**config.mk**
```make
export PLATFORM = sky130hd
export DESIGN_NAME = riff_wave_chunk_parser_top_flat
export DESIGN_NICKNAME = d
export VERILOG_FILES = /design/src/rwcp_pkg.sv /design/src/rwcp_ifs.sv /design/src/rwcp_hdr_decode.sv /design/src/rwcp_core.sv /design/src/riff_wave_chunk_parser_top.sv /design/src/flat_wrapper.sv
export SDC_FILE = /design/constraint.sdc
export NUM_CORES = 1
export LEC_CHECK = 0
export BUFFER_PORTS_ARGS = -buffer_cell sky130_fd_sc_hd__buf_2
export CELL_PAD_IN_SITES_DETAIL_PLACEMENT = 0
export CELL_PAD_IN_SITES_GLOBAL_PLACEMENT = 2
export CORE_MARGIN = 1
export CORE_UTILIZATION = 37
export CTS_CLUSTER_DIAMETER = 100
export DETAILED_ROUTE_END_ITERATION = 7
export PLACE_DENSITY = 0.8
export SETUP_SLACK_MARGIN = 0.3
export SLEW_MARGIN = 5
export SYNTH_ARGS = -nofsm -noshare
export SYNTH_HDL_FRONTEND = slang
export SYNTH_SLANG_ARGS = --single-unit
```
**constraint.sdc**
```tcl
create_clock -name clk -period 5.3 [get_ports clk]
set_clock_uncertainty 0.15 [all_clocks]
set_input_delay 1.06 -clock clk [delete_from_list [all_inputs] [get_ports clk]]
set_output_delay 1.06 -clock clk [all_outputs]
set_load 0.01 [all_outputs]
```
**src/rwcp_pkg.sv**
```systemverilog
package rwcp_pkg;

  // parser phase
  typedef enum logic [2:0] {
    PH_PRE,
    PH_HDR,
    PH_BODY,
    PH_LOOK,
    PH_DEAD
  } phase_t;

  typedef enum logic [1:0] {
    CK_OTHER,
    CK_FMT,
    CK_DATA
  } chunk_kind_t;

  // final status codes
  localparam logic [2:0] ST_OK         = 3'd0;
  localparam logic [2:0] ST_BAD_PRE    = 3'd1;
  localparam logic [2:0] ST_NO_FMT     = 3'd2;
  localparam logic [2:0] ST_NO_DATA    = 3'd3;
  localparam logic [2:0] ST_BAD_FORMAT = 3'd4;
  localparam logic [2:0] ST_BAD_DEPTH  = 3'd5;
  localparam logic [2:0] ST_ZERO_FIELD = 3'd6;

  // accepted format tags
  localparam logic [15:0] FMT_PCM = 16'h0001;
  localparam logic [15:0] FMT_EXT = 16'hfffe;

  // four-character codes, byte 0 in element 0
  localparam logic [3:0][7:0] TAG_RIFF = {8'h46, 8'h46, 8'h49, 8'h52};
  localparam logic [3:0][7:0] TAG_WAVE = {8'h45, 8'h56, 8'h41, 8'h57};
  localparam logic [3:0][7:0] TAG_FMT  = {8'h20, 8'h74, 8'h6d, 8'h66};
  localparam logic [3:0][7:0] TAG_DATA = {8'h61, 8'h74, 8'h61, 8'h64};

  localparam logic [31:0] FMT_MIN_SIZE = 32'd16;

  // decoded chunk header
  typedef struct packed {
    logic [31:0] size;
    logic        empty;
    chunk_kind_t kind;
  } hdr_info_t;

  // one result transaction
  typedef struct packed {
    logic        payload_valid;
    logic [7:0]  payload_byte;
    logic        payload_first;
    logic        done_res;
    logic [2:0]  status;
    logic [15:0] format_tag;
    logic [15:0] channel_count;
    logic [31:0] rate_hz;
    logic [15:0] sample_bits;
  } res_t;

endpackage

```
**src/rwcp_ifs.sv**
```systemverilog
interface rwcp_in_if;
  logic       valid;
  logic       ready;
  logic [7:0] in_byte;
  logic       last;

  modport source (output valid, output in_byte, output last, input ready);
  modport sink (input valid, input in_byte, input last, output ready);
endinterface

interface rwcp_out_if;
  logic        valid;
  logic        ready;
  logic        payload_valid;
  logic [7:0]  payload_byte;
  logic        payload_first;
  logic        done_res;
  logic [2:0]  status;
  logic [15:0] format_tag;
  logic [15:0] channel_count;
  logic [31:0] rate_hz;
  logic [15:0] sample_bits;

  modport source (
    output valid, output payload_valid, output payload_byte, output payload_first,
    output done_res, output status, output format_tag, output channel_count,
    output rate_hz, output sample_bits, input ready
  );
  modport sink (
    input valid, input payload_valid, input payload_byte, input payload_first,
    input done_res, input status, input format_tag, input channel_count,
    input rate_hz, input sample_bits, output ready
  );
endinterface

```
**src/rwcp_hdr_decode.sv**
```systemverilog
module rwcp_hdr_decode (
  input  logic [7:0][7:0]       hdr_bytes,
  output rwcp_pkg::hdr_info_t   info
);
  import rwcp_pkg::*;

  logic [31:0] size;
  logic        is_fmt;
  logic        is_data;

  // size field is little endian in bytes 4..7
  assign size    = hdr_bytes[7:4];
  assign is_fmt  = (hdr_bytes[3:0] == TAG_FMT) && (size >= FMT_MIN_SIZE);
  assign is_data = (hdr_bytes[3:0] == TAG_DATA);

  always_comb begin
    info.size  = size;
    info.empty = (size == 32'd0);
    if (is_fmt) begin
      info.kind = CK_FMT;
    end else if (is_data) begin
      info.kind = CK_DATA;
    end else begin
      info.kind = CK_OTHER;
    end
  end

endmodule

```
**src/rwcp_core.sv**
```systemverilog
module rwcp_core (
  input  logic           clk,
  input  logic           rst_n,
  input  logic           step_en,
  input  logic [7:0]     in_byte,
  input  logic           in_last,
  output rwcp_pkg::res_t res
);
  import rwcp_pkg::*;

  localparam logic [4:0] PRE_LAST  = 5'd11;
  localparam logic [4:0] HDR_LAST  = 5'd7;
  localparam logic [4:0] LOOK_LAST = 5'd8;
  localparam logic [4:0] FMT_LEN   = 5'd16;
  localparam logic [4:0] FMT_LAST  = 5'd15;
  localparam logic [4:0] FMT_B14   = 5'd14;
  localparam logic [4:0] FMT_LOW   = 5'd8;
  localparam logic [4:0] PRE_WAVE  = 5'd8;
  localparam logic [4:0] PRE_SIZE  = 5'd4;
  localparam logic [7:0] PRINT_LO  = 8'h20;
  localparam logic [7:0] PRINT_HI  = 8'h7e;
  localparam int SEEN_PRE  = 0;
  localparam int SEEN_FMT  = 1;
  localparam int SEEN_DATA = 2;

  phase_t          phase_r, phase_nxt;
  logic [4:0]      pc_r, pc_nxt;
  logic [31:0]     left_r, left_nxt;
  logic            odd_r, odd_nxt;
  chunk_kind_t     kind_r, kind_nxt;
  logic [8:0][7:0] look_r, look_nxt;
  logic [7:0][7:0] shadow_r, shadow_nxt;
  logic [7:0]      s14_r, s14_nxt;
  logic [15:0]     tag_r, tag_nxt;
  logic [15:0]     chan_r, chan_nxt;
  logic [31:0]     rate_r, rate_nxt;
  logic [15:0]     depth_r, depth_nxt;
  logic [2:0]      seen_r, seen_nxt;

  logic            look_final;
  logic            padded;
  logic [7:0][7:0] hdr_bytes;
  hdr_info_t       hdr;
  logic            pay_valid;
  logic [7:0]      pay_byte;
  logic            pay_first;
  logic [2:0]      status;

  assign look_final = (phase_r == PH_LOOK) && (pc_r == LOOK_LAST);

  // padded position holds printable id bytes
  always_comb begin
    padded = 1'b1;
    for (int i = 1; i <= 4; i++) begin
      if (!(look_r[i] inside {[PRINT_LO:PRINT_HI]})) begin
        padded = 1'b0;
      end
    end
  end

  // header byte window: padded, unpadded, or plain header fill
  always_comb begin
    if (look_final && padded) begin
      hdr_bytes = {in_byte, look_r[7:1]};
    end else if (look_final) begin
      hdr_bytes = look_r[7:0];
    end else begin
      hdr_bytes = {in_byte, look_r[6:0]};
    end
  end

  rwcp_hdr_decode u_hdr_decode (
    .hdr_bytes (hdr_bytes),
    .info      (hdr)
  );

  always_comb begin
    logic hdr_parse;
    logic body_go;
    phase_nxt  = phase_r;
    pc_nxt     = pc_r;
    left_nxt   = left_r;
    odd_nxt    = odd_r;
    kind_nxt   = kind_r;
    look_nxt   = look_r;
    shadow_nxt = shadow_r;
    s14_nxt    = s14_r;
    tag_nxt    = tag_r;
    chan_nxt   = chan_r;
    rate_nxt   = rate_r;
    depth_nxt  = depth_r;
    seen_nxt   = seen_r;
    pay_valid  = 1'b0;
    pay_byte   = 8'd0;
    pay_first  = 1'b0;
    hdr_parse  = 1'b0;
    body_go    = 1'b0;

    case (phase_r)
      PH_PRE: begin
        if (((pc_r < PRE_SIZE) && (in_byte != TAG_RIFF[pc_r[1:0]])) ||
            ((pc_r >= PRE_WAVE) && (in_byte != TAG_WAVE[pc_r[1:0]]))) begin
          phase_nxt = PH_DEAD;
        end else if (pc_r == PRE_LAST) begin
          seen_nxt[SEEN_PRE] = 1'b1;
          phase_nxt          = PH_HDR;
          pc_nxt             = 5'd0;
        end else begin
          pc_nxt = pc_r + 5'd1;
        end
      end
      PH_HDR: begin
        look_nxt[{1'b0, pc_r[2:0]}] = in_byte;
        pc_nxt                      = pc_r + 5'd1;
        hdr_parse                   = (pc_r == HDR_LAST);
      end
      PH_BODY: begin
        body_go = 1'b1;
      end
      PH_LOOK: begin
        look_nxt[pc_r[3:0]] = in_byte;
        pc_nxt              = pc_r + 5'd1;
      end
      default: begin
      end
    endcase

    if (hdr_parse || look_final) begin
      left_nxt = hdr.size;
      odd_nxt  = hdr.size[0];
      kind_nxt = hdr.kind;
      if (hdr.kind == CK_DATA) begin
        seen_nxt[SEEN_DATA] = 1'b1;
      end
      pc_nxt    = 5'd0;
      phase_nxt = hdr.empty ? PH_HDR : PH_BODY;
    end

    // unpadded pick: the ninth window byte belongs to the new chunk
    if (look_final && !padded) begin
      if (hdr.empty) begin
        look_nxt[0] = in_byte;
        pc_nxt      = 5'd1;
      end else begin
        body_go = 1'b1;
      end
    end

    if (body_go) begin
      case (kind_nxt)
        CK_DATA: begin
          pay_valid = 1'b1;
          pay_byte  = in_byte;
          pay_first = (pc_nxt == 5'd0);
        end
        CK_FMT: begin
          if (pc_nxt < FMT_LOW) begin
            shadow_nxt[pc_nxt[2:0]] = in_byte;
          end
          if (pc_nxt == FMT_B14) begin
            s14_nxt = in_byte;
          end
          if (pc_nxt == FMT_LAST) begin
            tag_nxt            = shadow_r[1:0];
            chan_nxt           = shadow_r[3:2];
            rate_nxt           = shadow_r[7:4];
            depth_nxt          = {in_byte, s14_r};
            seen_nxt[SEEN_FMT] = 1'b1;
          end
        end
        default: begin
        end
      endcase
      if (pc_nxt < FMT_LEN) begin
        pc_nxt = pc_nxt + 5'd1;
      end
      if (left_nxt == 32'd1) begin
        phase_nxt = odd_nxt ? PH_LOOK : PH_HDR;
        pc_nxt    = 5'd0;
      end
      left_nxt = left_nxt - 32'd1;
    end
  end

  // first failing check wins
  always_comb begin
    if (!in_last) begin
      status = ST_OK;
    end else if (!seen_nxt[SEEN_PRE]) begin
      status = ST_BAD_PRE;
    end else if (!seen_nxt[SEEN_FMT]) begin
      status = ST_NO_FMT;
    end else if (!seen_nxt[SEEN_DATA]) begin
      status = ST_NO_DATA;
    end else if (!(tag_nxt inside {FMT_PCM, FMT_EXT})) begin
      status = ST_BAD_FORMAT;
    end else if (!(depth_nxt inside {16'd8, 16'd16, 16'd24, 16'd32})) begin
      status = ST_BAD_DEPTH;
    end else if ((chan_nxt == 16'd0) || (rate_nxt == 32'd0)) begin
      status = ST_ZERO_FIELD;
    end else begin
      status = ST_OK;
    end
  end

  always_comb begin
    res.payload_valid = pay_valid;
    res.payload_byte  = pay_byte;
    res.payload_first = pay_first;
    res.done_res      = in_last;
    res.status        = status;
    res.format_tag    = tag_nxt;
    res.channel_count = chan_nxt;
    res.rate_hz       = rate_nxt;
    res.sample_bits   = depth_nxt;
  end

  // the last byte of a file returns the parser to its reset state
  always_ff @(posedge clk) begin
    if (!rst_n || (step_en && in_last)) begin
      phase_r <= PH_PRE;
      pc_r    <= 5'd0;
      left_r  <= 32'd0;
      odd_r   <= 1'b0;
      kind_r  <= CK_OTHER;
      tag_r   <= 16'd0;
      chan_r  <= 16'd0;
      rate_r  <= 32'd0;
      depth_r <= 16'd0;
      seen_r  <= 3'd0;
    end else if (step_en) begin
      phase_r <= phase_nxt;
      pc_r    <= pc_nxt;
      left_r  <= left_nxt;
      odd_r   <= odd_nxt;
      kind_r  <= kind_nxt;
      tag_r   <= tag_nxt;
      chan_r  <= chan_nxt;
      rate_r  <= rate_nxt;
      depth_r <= depth_nxt;
      seen_r  <= seen_nxt;
    end
  end

  // window and fmt bytes are always written before they are read
  always_ff @(posedge clk) begin
    if (step_en) begin
      look_r   <= look_nxt;
      shadow_r <= shadow_nxt;
      s14_r    <= s14_nxt;
    end
  end

endmodule

```
**src/riff_wave_chunk_parser_top.sv**
```systemverilog
// RIFF/WAVE chunk parser. Feed a WAVE file one byte per input transaction,
// with last set on the final byte; every input transaction yields exactly one
// result transaction. The block checks the RIFF/WAVE preamble, walks the
// little-endian chunks, latches format tag, channels, rate and bits per
// sample from each 'fmt ' chunk of at least 16 bytes (the last one wins) and
// passes every 'data' body byte out with payload_valid, marking the first
// byte of each data chunk with payload_first. After an odd-sized chunk the
// next header is picked by a nine-byte lookahead: padded if the four id bytes
// at the padded position are printable ASCII, unpadded otherwise. The result
// for the last byte carries done_res and the final status (0 ok, 1 bad
// preamble, 2 no fmt, 3 no data, 4 format tag, 5 bit depth, 6 zero channels
// or rate); after it the parser starts over for a new file. Throughput is one
// byte per clock while the consumer takes results: each byte sits in an input
// register, is processed by the state update of the parser core, and lands
// in the result register. in_if.ready stays high while the input register is
// empty or can move on, which lets a result wait for its consumer while the
// next byte is taken in.
module riff_wave_chunk_parser_top (
  input  logic              clk,
  input  logic              rst_n,
  rwcp_in_if.sink           in_if,
  rwcp_out_if.source        out_if
);
  import rwcp_pkg::*;

  // input register
  logic       s1_valid_r;
  logic [7:0] s1_byte_r;
  logic       s1_last_r;

  // result register
  logic       out_valid_r;
  res_t       out_res_r;

  res_t       step_res;
  logic       step_en;

  // The held byte moves on whenever the result register is free or is being
  // emptied in this cycle.
  assign step_en     = s1_valid_r && (!out_valid_r || out_if.ready);
  assign in_if.ready = !s1_valid_r || step_en;

  always_ff @(posedge clk) begin
    if (!rst_n) begin
      s1_valid_r <= 1'b0;
    end else if (in_if.ready) begin
      s1_valid_r <= in_if.valid;
    end
  end

  always_ff @(posedge clk) begin
    if (in_if.valid && in_if.ready) begin
      s1_byte_r <= in_if.in_byte;
      s1_last_r <= in_if.last;
    end
  end

  // Parser state and the per-byte update live in the core; it advances only
  // when a byte leaves the input register.
  rwcp_core u_core (
    .clk     (clk),
    .rst_n   (rst_n),
    .step_en (step_en),
    .in_byte (s1_byte_r),
    .in_last (s1_last_r),
    .res     (step_res)
  );

  always_ff @(posedge clk) begin
    if (!rst_n) begin
      out_valid_r <= 1'b0;
    end else if (step_en) begin
      out_valid_r <= 1'b1;
    end else if (out_if.ready) begin
      out_valid_r <= 1'b0;
    end
  end

  always_ff @(posedge clk) begin
    if (step_en) begin
      out_res_r <= step_res;
    end
  end

  assign out_if.valid         = out_valid_r;
  assign out_if.payload_valid = out_res_r.payload_valid;
  assign out_if.payload_byte  = out_res_r.payload_byte;
  assign out_if.payload_first = out_res_r.payload_first;
  assign out_if.done_res      = out_res_r.done_res;
  assign out_if.status        = out_res_r.status;
  assign out_if.format_tag    = out_res_r.format_tag;
  assign out_if.channel_count = out_res_r.channel_count;
  assign out_if.rate_hz       = out_res_r.rate_hz;
  assign out_if.sample_bits   = out_res_r.sample_bits;

endmodule

```
**src/flat_wrapper.sv**
```systemverilog
// flat-port wrapper written by rule: the top's interface ports become plain ports
module riff_wave_chunk_parser_top_flat import rwcp_pkg::*;
  (clk, rst_n, in_if_valid, in_if_in_byte, in_if_last, in_if_ready, out_if_valid, out_if_payload_valid, out_if_payload_byte, out_if_payload_first, out_if_done_res, out_if_status, out_if_format_tag, out_if_channel_count, out_if_rate_hz, out_if_sample_bits, out_if_ready);
  rwcp_in_if in_if_i ();
  rwcp_out_if out_if_i ();
  input  logic clk;
  input  logic rst_n;
  input wire logic [$bits(in_if_i.valid)-1:0] in_if_valid;
  input wire logic [$bits(in_if_i.in_byte)-1:0] in_if_in_byte;
  input wire logic [$bits(in_if_i.last)-1:0] in_if_last;
  output wire logic [$bits(in_if_i.ready)-1:0] in_if_ready;
  output wire logic [$bits(out_if_i.valid)-1:0] out_if_valid;
  output wire logic [$bits(out_if_i.payload_valid)-1:0] out_if_payload_valid;
  output wire logic [$bits(out_if_i.payload_byte)-1:0] out_if_payload_byte;
  output wire logic [$bits(out_if_i.payload_first)-1:0] out_if_payload_first;
  output wire logic [$bits(out_if_i.done_res)-1:0] out_if_done_res;
  output wire logic [$bits(out_if_i.status)-1:0] out_if_status;
  output wire logic [$bits(out_if_i.format_tag)-1:0] out_if_format_tag;
  output wire logic [$bits(out_if_i.channel_count)-1:0] out_if_channel_count;
  output wire logic [$bits(out_if_i.rate_hz)-1:0] out_if_rate_hz;
  output wire logic [$bits(out_if_i.sample_bits)-1:0] out_if_sample_bits;
  input wire logic [$bits(out_if_i.ready)-1:0] out_if_ready;
  assign in_if_i.valid = in_if_valid;
  assign in_if_i.in_byte = in_if_in_byte;
  assign in_if_i.last = in_if_last;
  assign in_if_ready = in_if_i.ready;
  assign out_if_valid = out_if_i.valid;
  assign out_if_payload_valid = out_if_i.payload_valid;
  assign out_if_payload_byte = out_if_i.payload_byte;
  assign out_if_payload_first = out_if_i.payload_first;
  assign out_if_done_res = out_if_i.done_res;
  assign out_if_status = out_if_i.status;
  assign out_if_format_tag = out_if_i.format_tag;
  assign out_if_channel_count = out_if_i.channel_count;
  assign out_if_rate_hz = out_if_i.rate_hz;
  assign out_if_sample_bits = out_if_i.sample_bits;
  assign out_if_i.ready = out_if_ready;
  riff_wave_chunk_parser_top u_core (.clk(clk), .rst_n(rst_n), .in_if(in_if_i), .out_if(out_if_i));
endmodule
```
==> impl_metrics.py <==
metrics = {
    "routing": {
        "drc": 1,
        "drt_first_pass_iters": 8,
        "top_layer": "met4",
        "wl_per_cell_um": 21.3,
        "routed-wl-met2_um": 23300,
        "avgViaCountPerCell": 5.57,
        "num_vias": 12800,
        "routed_wl_um": 48900,
        "drtIter0Drc": 928,
        "ant_nets": 0,
        "m1WireLength_um": 21800,
        "wl_met3_um": 2580,
    },
    "sta": {
        "fmax_mhz": 211,
        "min_period_over_period_pct": 89.5,
        "layout_min_cycle_time_ns": 4.75,
        "fin_tns_setup_ns": 0,
        "setup_viol": 0,
        "rsz0062_at_grt": "no",
        "worstMarginPinSlew_ns": 1.04,
        "maxSlewHeadroom_pct": 30.5,
        "drv_slew": 0,
        "hold_violations": 0,
    },
    "die": {
        "dieArea_mm2": 0.0467,
        "ios": 109,
        "rows": 78,
        "die_y_um": 216,
        "start_util_pct": 37.4,
        "die_w_um": 216,
        "coreArea_mm2": 0.0453,
    },
    "place": {
        "io_buffers": 108,
        "place_congestion": 0.870,
        "place_hpwl_um": 32100,
    },
    "synth": {
        "synth_top_area_share_pct": 42.3,
        "ys_seq_elements": 367,
        "ys_types": 79,
        "yosysSeqAreaShare_pct": 57.4,
        "synth-edff-count": 239,
        "yosys_warnings": 0,
        "ys_top_cells_by_area": "edfxtp_1 (42%), dfxtp_1 (15%), mux2_2 (6.0%), nand2_1 (4.3%), a21oi_1 (3.2%)",
        "yosys.area.top_type": "edfxtp_1",
        "synthArstFlopShare_pct": 0,
        "synth.net_count": 1579,
        "synth_ff_type": "edfxtp_1",
        "synth.cell_area_mm2": 0.0170,
        "syn_avg_cell_area_um2": 10.9,
        "synthCells": 1556,
        "yosysMostFrequentCell": "edfxtp_1",
        "ys_top_cells_by_count": "edfxtp_1 (239), nand2_1 (194), nor2_1 (143)",
    },
    "global_route": {
        "grt_max_degree": 75,
        "antenna_found_initial": 1,
        "grtUsageTotal_pct": 20.6,
        "grt_pass1_vias": 12220,
        "grt_pass1_wl_um": 74300,
        "grt_overflow": 0,
    },
    "setup_path": {
        "r2r_slack_ns": 0.55,
        "r2r_cells": 16,
        "crit_arrival_ns": 5.01,
        "crit_required_ns": 5.56,
        "r2r-start": "u_core.u_core.look_r[39]$_DFFE_PP_",
        "r2r_end": "u_core.u_core.depth_r[4]$_SDFFE_PP0P_",
        "cp-start-kind": "flip-flop",
        "setup.worst_path.class": "reg2reg",
        "cp_max_fo": 65,
        "endpoint_kind": "flip-flop",
    },
    "clock_network": {
        "numClockSinks": 367,
        "clkLatencyLatePin_ns": 0.57,
        "cts_hold_buf": 0,
        "htreeDepth": 2,
        "cts_tree": "built",
        "numCtsBuffers": 40,
        "root_buffer": "clkbuf_16",
        "clk_pin_slew_ns": 0.06,
        "cts.path.max_buffers": 3,
    },
    "cells_and_area": {
        "post-route-util_pct": 43.5,
        "area_delta_synth_final_pct": 16.2,
        "drive_gt1_share_pct": 20.8,
        "fin_nets": 1690,
    },
    "run_status": {
        "status": "finished with violations",
        "violations": "DRC",
    },
    "min_path": {
        "hp-start": "u_core.u_core.seen_r[2]$_SDFFE_PP0P_",
        "hp-class": "reg2reg",
        "hold_depth": 2,
        "hold_end": "u_core.u_core.seen_r[2]$_SDFFE_PP0P_",
    },
    "job": {
        "maxCapViolCount": 0,
    },
    "power": {
        "power_density_mw_per_mm2": 318,
        "irDropWorstVdd_mv": 0.239,
        "p_leak_nw": 6.79,
    },
}
[where the power goes]
| part | total [mW] | switching (mW) | internal (mW) |
|---|---|---|---|
| Sequential | 3.12 | 0.0301 | 3.09 |
| Clock | 2.85 | 1.18 | 1.67 |
| Combinational | 0.300 | 0.208 | 0.0917 |
| Total | 6.27 | 1.42 | 4.85 |
[layout make-up]
| class | instances | area [um^2] |
|---|---|---|
| multi-input combinational | 1079 | 6790 |
| timing repair buffer | 163 | 1030 |
| tap | 600 | 751 |
| fill | 4288 | 25600 |
| clock inverter | 21 | 225 |
| inverter | 16 | 65.1 |
| antenna | 1 | 2.50 |
| sequential | 367 | 9740 |
| clock buffer | 53 | 1100 |
[flip-flops by register name, indices dropped and copies added (netlist names), 32 cells and up]
signal / flops
u_core.out_if.rate_hz: 32
u_core.u_core.rate_r: 32
u_core.u_core.look_r: 64
u_core.u_core.shadow_r: 64
u_core.u_core.left_r: 32
[worst max-delay path, stage by stage (launching register included)]
cell and delay [ns]:
edfxtp_1 0.43, or4_1 0.53, or3_4 0.37, or4_4 0.44
nor4_1 0.35, o211a_2 0.27, nand3_1 0.16, a21boi_1 0.19
inv_1 0.10, ha_1 0.19, o211a_1 0.16, nand4b_1 0.22
clkbuf_16 0.28, or2_2 0.31, buf_12 0.21, nand2_1 0.11
a21oi_1 0.07
[layer usage]
layer	global-route usage, %	up-vias
met5	0	-
met4	7.30	0
met3	3.26	80
met2	33.0	382
met1	28.2	6310
li1	-	6028
[what timing repair did]
| item | 4_1_cts | 5_1_grt |
|---|---|---|
| endpoints found under the setup margin | 0 | 83 |
| setup buffers | 0 | 2 |
| gates resized for setup | 0 | 2 |
[cells by family (layout without fill, tap and decap cells)]
logic type / after synthesis / in the layout / synth area share [%]
compound gates: 306 / 306 / 11.7
xor+xnor: 36 / 36 / 1.86
fa+ha+maj: 10 / 10 / 0.738
buf+inv: 110 / 253 / 2.69
flops: 367 / 367 / 57.4
mux: 121 / 121 / 7.84
other cells: 0 / 1 / 0
simple gates: 606 / 606 / 17.7
[worst max path at each step]
| stage | startpoint | to | slack [ns] | depth (start not counted) |
|---|---|---|---|---|
| floorplan | u_core.u_core.pc_r[1]$_SDFFE_PP0P_ | u_core.out_if.sample_bits[0]$_DFFE_PP_ | 0.42 | 17 |
| global placement | u_core.u_core.look_r[31]$_DFFE_PP_ | u_core.u_core.shadow_r[3]$_DFFE_PP_ | 0.68 | 13 |
| detailed placement | u_core.u_core.pc_r[1]$_SDFFE_PP0P_ | u_core.u_core.depth_r[4]$_SDFFE_PP0P_ | 0.54 | 18 |
| CTS | u_core.u_core.pc_r[1]$_SDFFE_PP0P_ | u_core.u_core.depth_r[0]$_SDFFE_PP0P_ | 0.50 | 18 |
| global route | u_core.u_core.pc_r[1]$_SDFFE_PP0P_ | u_core.u_core.depth_r[12]$_SDFFE_PP0P_ | 0.28 | 18 |
| finish | u_core.u_core.look_r[39]$_DFFE_PP_ | u_core.u_core.depth_r[4]$_SDFFE_PP0P_ | 0.55 | 16 |
[metrics by stage]
stage	instance area, um^2	setup slack, ns	hold WS, ns	instances	power [mW]
finish	19700	0.555	0.300	2300	6.27
global route	19700	0.281	0.332	2300	6.47
CTS	19700	0.496	0.302	2295	6.35
detailed placement	18300	0.543	0.293	2221	3.49
global placement	18300	0.683	0.289	2221	3.48
floorplan	17000	0.420	0.275	1556	3.36
[placed cells by master, fill, tap and decap left out, drive strengths merged, types with 9 or more instances in the layout]
cell and instances:
nor3 43, xor2 13, mux2 92, nor2b 9
nand4 29, xnor2 23, or2 9, edfxtp 239
or4 10, clkinv 13, a21oi 109, mux2i 29
dfxtp 128, o21ai 61, nor2 144, nand2 194
nand3 37, a211oi 14, clkbuf 54, or3 9
nor4 62, and2 18, a22o 42, a31oi 27
inv 17, buf 162, ha 10
Power figures use the tool's default switching activity.
